## config.mk

```make
export PLATFORM = sky130hd
export DESIGN_NAME = civil_date_to_epoch_seconds
export DESIGN_NICKNAME = d
export VERILOG_FILES = /design/src/rtl/cdes_pkg.sv /design/src/rtl/civil_date_to_epoch_seconds.sv
export SDC_FILE = /design/constraint.sdc
export NUM_CORES = 1
export LEC_CHECK = 0
export ABC_AREA = 1
export BUFFER_PORTS_ARGS = -buffer_cell sky130_fd_sc_hd__buf_2
export CAP_MARGIN = 20
export CORE_MARGIN = 2
export CORE_UTILIZATION = 60
export DETAILED_ROUTE_END_ITERATION = 8
export PLACE_DENSITY_LB_ADDON = 0.3
export SLEW_MARGIN = 25
export SYNTH_ARGS = -nofsm -noshare
export SYNTH_HDL_FRONTEND = slang
export SYNTH_SLANG_ARGS = --single-unit
```

## constraint.sdc

```tcl
create_clock -name i_clk -period 9 [get_ports i_clk]
set_input_delay 1.8 -clock i_clk [delete_from_list [all_inputs] [get_ports i_clk]]
set_output_delay 1.8 -clock i_clk [all_outputs]
set_load 0.02 [all_outputs]
```

## src/rtl/cdes_pkg.sv

```systemverilog
// ----------------------------------------------------------------------------
// cdes_pkg
// Item types, calendar constants and the month offset table for the civil
// date to epoch seconds converter.
// ----------------------------------------------------------------------------
`default_nettype none

package cdes_pkg;

    // input item: one UTC civil date and time
    typedef struct packed {
        logic [13:0] year;
        logic [3:0]  month;
        logic [4:0]  day;
        logic [4:0]  hour;
        logic [5:0]  minute;
        logic [5:0]  second;
    } t_in;

    // result item
    typedef struct packed {
        logic [31:0] epoch_seconds;
        logic        rejected;
    } t_out;

    localparam logic [13:0] MIN_YEAR        = 14'd2000;
    localparam logic [3:0]  LAST_MONTH      = 4'd12;
    localparam logic [3:0]  FEBRUARY        = 4'd2;
    localparam logic [3:0]  MARCH           = 4'd3;
    localparam logic [3:0]  MARCH_TO_JAN    = 4'd9;
    localparam logic [16:0] SECS_PER_DAY    = 17'd86400;
    localparam logic [11:0] SECS_PER_HOUR   = 12'd3600;
    localparam logic [5:0]  SECS_PER_MINUTE = 6'd60;
    localparam logic [17:0] DAYS_PER_ERA    = 18'd146097;
    localparam logic [8:0]  YEARS_PER_ERA   = 9'd400;
    localparam logic [8:0]  DAYS_PER_YEAR   = 9'd365;
    localparam logic [8:0]  YEARS_PER_CENT  = 9'd100;
    localparam logic [19:0] EPOCH_SHIFT     = 20'd719468;

    // x / 25 as (x * RECIP_25) >> RECIP_SHIFT, exact for x below 1024
    localparam logic [12:0] RECIP_25        = 13'd5243;
    localparam int          RECIP_SHIFT     = 17;

    // first day of each month in a March-based year, (153 * mp + 2) / 5
    function automatic logic [8:0] month_offset(input logic [3:0] mp);
        logic [8:0] off;
        case (mp)
            4'd0:    off = 9'd0;
            4'd1:    off = 9'd31;
            4'd2:    off = 9'd61;
            4'd3:    off = 9'd92;
            4'd4:    off = 9'd122;
            4'd5:    off = 9'd153;
            4'd6:    off = 9'd184;
            4'd7:    off = 9'd214;
            4'd8:    off = 9'd245;
            4'd9:    off = 9'd275;
            4'd10:   off = 9'd306;
            4'd11:   off = 9'd337;
            default: off = 9'd0;
        endcase
        return off;
    endfunction

endpackage

`default_nettype wire

```

## src/rtl/civil_date_to_epoch_seconds.sv

```systemverilog
// ----------------------------------------------------------------------------
// civil_date_to_epoch_seconds
// Five-stage pipeline turning a UTC civil date and time into Unix seconds.
// ----------------------------------------------------------------------------
// One item enters on each cycle with start high and busy low; busy is high
// only while reset is asserted. Every item gives exactly one result, in item
// order, shown on o_result for a single cycle with o_done high. The receiver
// cannot hold results off, so the caller must sample o_result whenever
// o_done is high. The five pipeline registers (input decode, era quotient,
// day of era, day count, seconds) set the latency; throughput is one item
// per clock. An item with a year below 2000, a month outside 1 to 12 or a
// day of zero gives zero with the rejected flag set. The seconds wrap
// modulo 2^32.
// ----------------------------------------------------------------------------
`default_nettype none

module civil_date_to_epoch_seconds
    import cdes_pkg::*;
(
    input  wire logic i_clk,
    input  wire logic i_rst_n,
    input  wire logic start,
    output logic      busy,
    input  wire t_in  i_item,
    output t_out      o_result,
    output logic      o_done
);

    // stage 1: shift to March-based year, day of year, time of day, checks
    logic        n_acc;
    logic        n_lo_month;
    logic [13:0] n_yy;
    logic [3:0]  n_mp;
    logic [8:0]  n_doy;
    logic [16:0] n_tod;
    logic        n_rej;

    logic        r1_vld;
    logic [13:0] r1_yy;
    logic [8:0]  r1_doy;
    logic [16:0] r1_tod;
    logic        r1_rej;

    assign busy  = ~i_rst_n;
    assign n_acc = start & ~busy;

    always_comb begin
        n_lo_month = (i_item.month <= FEBRUARY);
        n_yy       = i_item.year - {13'd0, n_lo_month};
        n_mp       = n_lo_month ? (i_item.month + MARCH_TO_JAN) : (i_item.month - MARCH);
        n_doy      = month_offset(n_mp) + {4'd0, i_item.day} - 9'd1;
        n_tod      = 17'(i_item.hour) * 17'(SECS_PER_HOUR)
                   + 17'(i_item.minute) * 17'(SECS_PER_MINUTE)
                   + 17'(i_item.second);
        n_rej      = (i_item.year < MIN_YEAR) || (i_item.month == 4'd0)
                   || (i_item.month > LAST_MONTH) || (i_item.day == 5'd0);
    end

    always_ff @(posedge i_clk) begin
        if (!i_rst_n) begin
            r1_vld <= 1'b0;
        end else begin
            r1_vld <= n_acc;
        end
        r1_yy  <= n_yy;
        r1_doy <= n_doy;
        r1_tod <= n_tod;
        r1_rej <= n_rej;
    end

    // stage 2: era = yy / 400 = (yy >> 4) / 25 by reciprocal
    logic [22:0] n_era_prod;
    logic [5:0]  n_era;

    logic        r2_vld;
    logic [13:0] r2_yy;
    logic [5:0]  r2_era;
    logic [8:0]  r2_doy;
    logic [16:0] r2_tod;
    logic        r2_rej;

    always_comb begin
        n_era_prod = 23'(r1_yy[13:4]) * 23'(RECIP_25);
        n_era      = n_era_prod[22:RECIP_SHIFT];
    end

    always_ff @(posedge i_clk) begin
        if (!i_rst_n) begin
            r2_vld <= 1'b0;
        end else begin
            r2_vld <= r1_vld;
        end
        r2_yy  <= r1_yy;
        r2_era <= n_era;
        r2_doy <= r1_doy;
        r2_tod <= r1_tod;
        r2_rej <= r1_rej;
    end

    // stage 3: year of era and day of era
    logic [13:0] n_yoe_full;
    logic [8:0]  n_yoe;
    logic [1:0]  n_cent;
    logic [17:0] n_doe;

    logic        r3_vld;
    logic [5:0]  r3_era;
    logic [17:0] r3_doe;
    logic [16:0] r3_tod;
    logic        r3_rej;

    always_comb begin
        n_yoe_full = r2_yy - 14'(r2_era) * 14'(YEARS_PER_ERA);
        n_yoe      = n_yoe_full[8:0];
        // yoe / 100 for yoe below 400
        if (n_yoe >= 9'(3 * YEARS_PER_CENT)) begin
            n_cent = 2'd3;
        end else if (n_yoe >= 9'(2 * YEARS_PER_CENT)) begin
            n_cent = 2'd2;
        end else if (n_yoe >= YEARS_PER_CENT) begin
            n_cent = 2'd1;
        end else begin
            n_cent = 2'd0;
        end
        n_doe = 18'(n_yoe) * 18'(DAYS_PER_YEAR) + 18'(n_yoe[8:2])
              - 18'(n_cent) + 18'(r2_doy);
    end

    always_ff @(posedge i_clk) begin
        if (!i_rst_n) begin
            r3_vld <= 1'b0;
        end else begin
            r3_vld <= r2_vld;
        end
        r3_era <= r2_era;
        r3_doe <= n_doe;
        r3_tod <= r2_tod;
        r3_rej <= r2_rej;
    end

    // stage 4: days since 1970-01-01
    logic [23:0] n_days;

    logic        r4_vld;
    logic [23:0] r4_days;
    logic [16:0] r4_tod;
    logic        r4_rej;

    assign n_days = 24'(r3_era) * 24'(DAYS_PER_ERA) + 24'(r3_doe) - 24'(EPOCH_SHIFT);

    always_ff @(posedge i_clk) begin
        if (!i_rst_n) begin
            r4_vld <= 1'b0;
        end else begin
            r4_vld <= r3_vld;
        end
        r4_days <= n_days;
        r4_tod  <= r3_tod;
        r4_rej  <= r3_rej;
    end

    // stage 5: seconds, wrapping modulo 2^32; zero for a rejected item
    logic [31:0] n_secs;

    logic        r5_vld;
    t_out        r5_res;

    assign n_secs = 32'(r4_days) * 32'(SECS_PER_DAY) + 32'(r4_tod);

    always_ff @(posedge i_clk) begin
        if (!i_rst_n) begin
            r5_vld <= 1'b0;
        end else begin
            r5_vld <= r4_vld;
        end
        r5_res.epoch_seconds <= r4_rej ? 32'd0 : n_secs;
        r5_res.rejected      <= r4_rej;
    end

    assign o_result = r5_res;
    assign o_done   = r5_vld;

endmodule

`default_nettype wire

```

==> metrics.txt <==
drc violations 0; worst setup path start r2_era[0]; Max Cap Viol 0; WHS Path Cells 0; gr usage total 0.235; I/O Buffers 77; path depth of the worst reg2reg path 22; drt first pass iters 5; layout cells sized above 1 0.0849; synthesized area 18,700 sq um; Max stage delay cell, worst path fa_1; CP Buf/Inv Count 2; root buffer cell clkbuf_16; Longest Clk Path Bufs 3; Final ANT Viol Nets 0; post-layout worst setup margin 3.15 ns; first-pass GRT wire length 63,400 um; I/O pin total 78; critical path peak fanout 5; Critical path destination r3_doe[15]; Achievable Freq 171 MHz; DR vias 13,400; dpl cells 2,594; routed wire length 37,700 um; min Tclk post-route 5.85 ns; CTS buffer count 23; synthesized instance count 2,123; Crit path top cell by count fa_1; Critical Path Start Type flip-flop; Mapped Avg Cell Area 8.83 sq um; final setup violating endpoints 0; Reg-to-Reg Start r2_era[0]; dominant synthesized flop cell dfxtp_1; CTS tree built; FF+latch count, synth 205; Cell Rows 64; flop-to-flop setup slack 3.15 ns; HP Class flip-flop to flip-flop; register area share after synthesis 0.219; clk sink count 205; initial cell density of the core 0.611; nets@finish 2,799; buffer count from post-CTS setup fixing 0; reg2reg end r3_doe[15]; grt total ovfl 0; Fin. Hold Viols 0; Syn Nets 2,699; die width 181 um; DR vias/cell 5.10; largest net degree at the start of global routing 21; instance count on the critical path 22; synthesis-to-layout area growth 8.80%; core region area 30,700 sq um; die height 181 um; Final Slew Violations 0; routability cong. 0.937; Post-synth EDFFs 0; setup slack at placement 3.17 ns; post-DR wirelength/cell 14.3 um; most common cell after layout, fill and taps aside inv_1; Worst-Margin Slew 0.541 ns; commonest cells after routing, fill and taps aside inv_1 (503), ha_1 (353), nand2_1 (274), dfxtp_1 (205), fa_1 (180); critical path capture point type flip-flop; crit path kind flip-flop to flip-flop; RSZ-0062 raised after global routing no; Fill cells 2,453; Post-DP HPWL 32,400 um; Resize count post-CTS 0; cell family with the largest share of critical-path delay adder cells; CTS H-tree depth 1; vias in the first global route 13,800; Die ar. 32,700 sq um; post-synth cell types 49; Arrival @ worst endpoint 6.26 ns; CP Cell Sequence ha_1 -> inv_1 -> ha_1 -> a21oi_1 -> nand2_1 -> xor2_1 -> or2_2 -> nand2_2 -> nor2_1 -> or2_2 -> fa_1 -> fa_1 -> inv_1 -> fa_1 -> fa_1 -> ha_1 -> a21oi_1 -> a21boi_0 -> o21ai_0 -> nand3_1 -> nand2_1 -> xor2_1; Non-Filler Instances 2,633; Worst-path clk slew 0.06 ns; Worst EP required 9.41 ns; worst relative slew slack 0.639; synth warn 0; status complete, no violations; CP peak stage delay 0.51 ns; final design utilization 0.665; CTS hold repair buffers 0; Fin Setup TNS 0 ns; clk_lat worst skew 0.53 ns; DRT iter0 DRCs 646; diode count 0; FFs w/ async S/R, synth 0; final worst path period share 0.650; post-route clock skew 0.0191 ns; initial antenna violation count 0
-- how the worst min path moves through the flow --
stage,startpoint,end,slack (ns)
after floorplan,r1_doy[0],r2_doy[0],0.31
after global placement,r2_tod[6],r3_tod[6],0.31
after detailed placement,r1_tod[16],r2_tod[16],0.31
after CTS,r1_tod[6],r2_tod[6],0.32
after global routing,r1_tod[6],r2_tod[6],0.32
final,r1_tod[6],r2_tod[6],0.32
-- registers in the layout, indices dropped and copies added, names as in the netlist, 6 cells and up --
name      count
o_result     33
r4_days      24
r3_doe       18
r1_tod       17
r2_tod       17
r3_tod       17
r4_tod       17
r1_yy        14
r1_doy        9
r2_doy        9
r2_yy         9
r2_era        6
r3_era        6
-- metal layers --
layer  track usage  wire [um]  vias to the layer above
li1              -          -                     6857
met5             0          0                        -
met4        0.0755       1070                        0
met3        0.0252       1270                       74
met2         0.428      19000                      230
met1         0.291      16400                     6280
-- through the flow --
step / hold WS [ns] / cell area, sq um
floorplan: 0.310 / 18700
global placement: 0.311 / 19600
detailed placement: 0.312 / 19600
CTS: 0.317 / 20400
global route: 0.320 / 20400
finish: 0.318 / 20400
-- final cells by class --
class / count / area [sq um] / area share
Sequential cell: 205 / 4100 / 0.201
Tap cell: 396 / 495 / 0.0243
Inverter: 515 / 1930 / 0.0948
Clock inverter: 14 / 179 / 0.00877
Multi-Input combinational cell: 1400 / 12700 / 0.623
Clock buffer: 25 / 593 / 0.0291
Timing Repair Buffer: 78 / 393 / 0.0193
-- Yosys cell counts (all sizes together) (5+ instances only) --
| master | instances | area [sq um] |
|---|---|---|
| a21oi | 127 | 658 |
| dfxtp | 205 | 4100 |
| fa | 180 | 3600 |
| ha | 353 | 4420 |
| inv | 515 | 1930 |
| nand2 | 294 | 1160 |
| nand3 | 67 | 378 |
| nand3b | 5 | 37.5 |
| nand4 | 21 | 131 |
| nor2 | 103 | 487 |
| nor3 | 14 | 70.1 |
| o211ai | 6 | 45.0 |
| o21ai | 65 | 325 |
| o21bai | 9 | 67.6 |
| or2 | 7 | 43.8 |
| xnor2 | 39 | 342 |
| xor2 | 72 | 646 |
-- logic make-up (layout without fill, tap and decap cells) --
kind of cell | Yosys count | in the layout | synth area share
fa+ha+maj | 533 | 533 | 0.428
simple gates | 519 | 519 | 0.126
buf+inv | 518 | 632 | 0.104
compound gates | 237 | 237 | 0.0708
flops | 205 | 205 | 0.219
xor+xnor | 111 | 111 | 0.0527
Power is not shown: default switching activity piles up to over one toggle a cycle in this logic, so the estimate is an artifact.
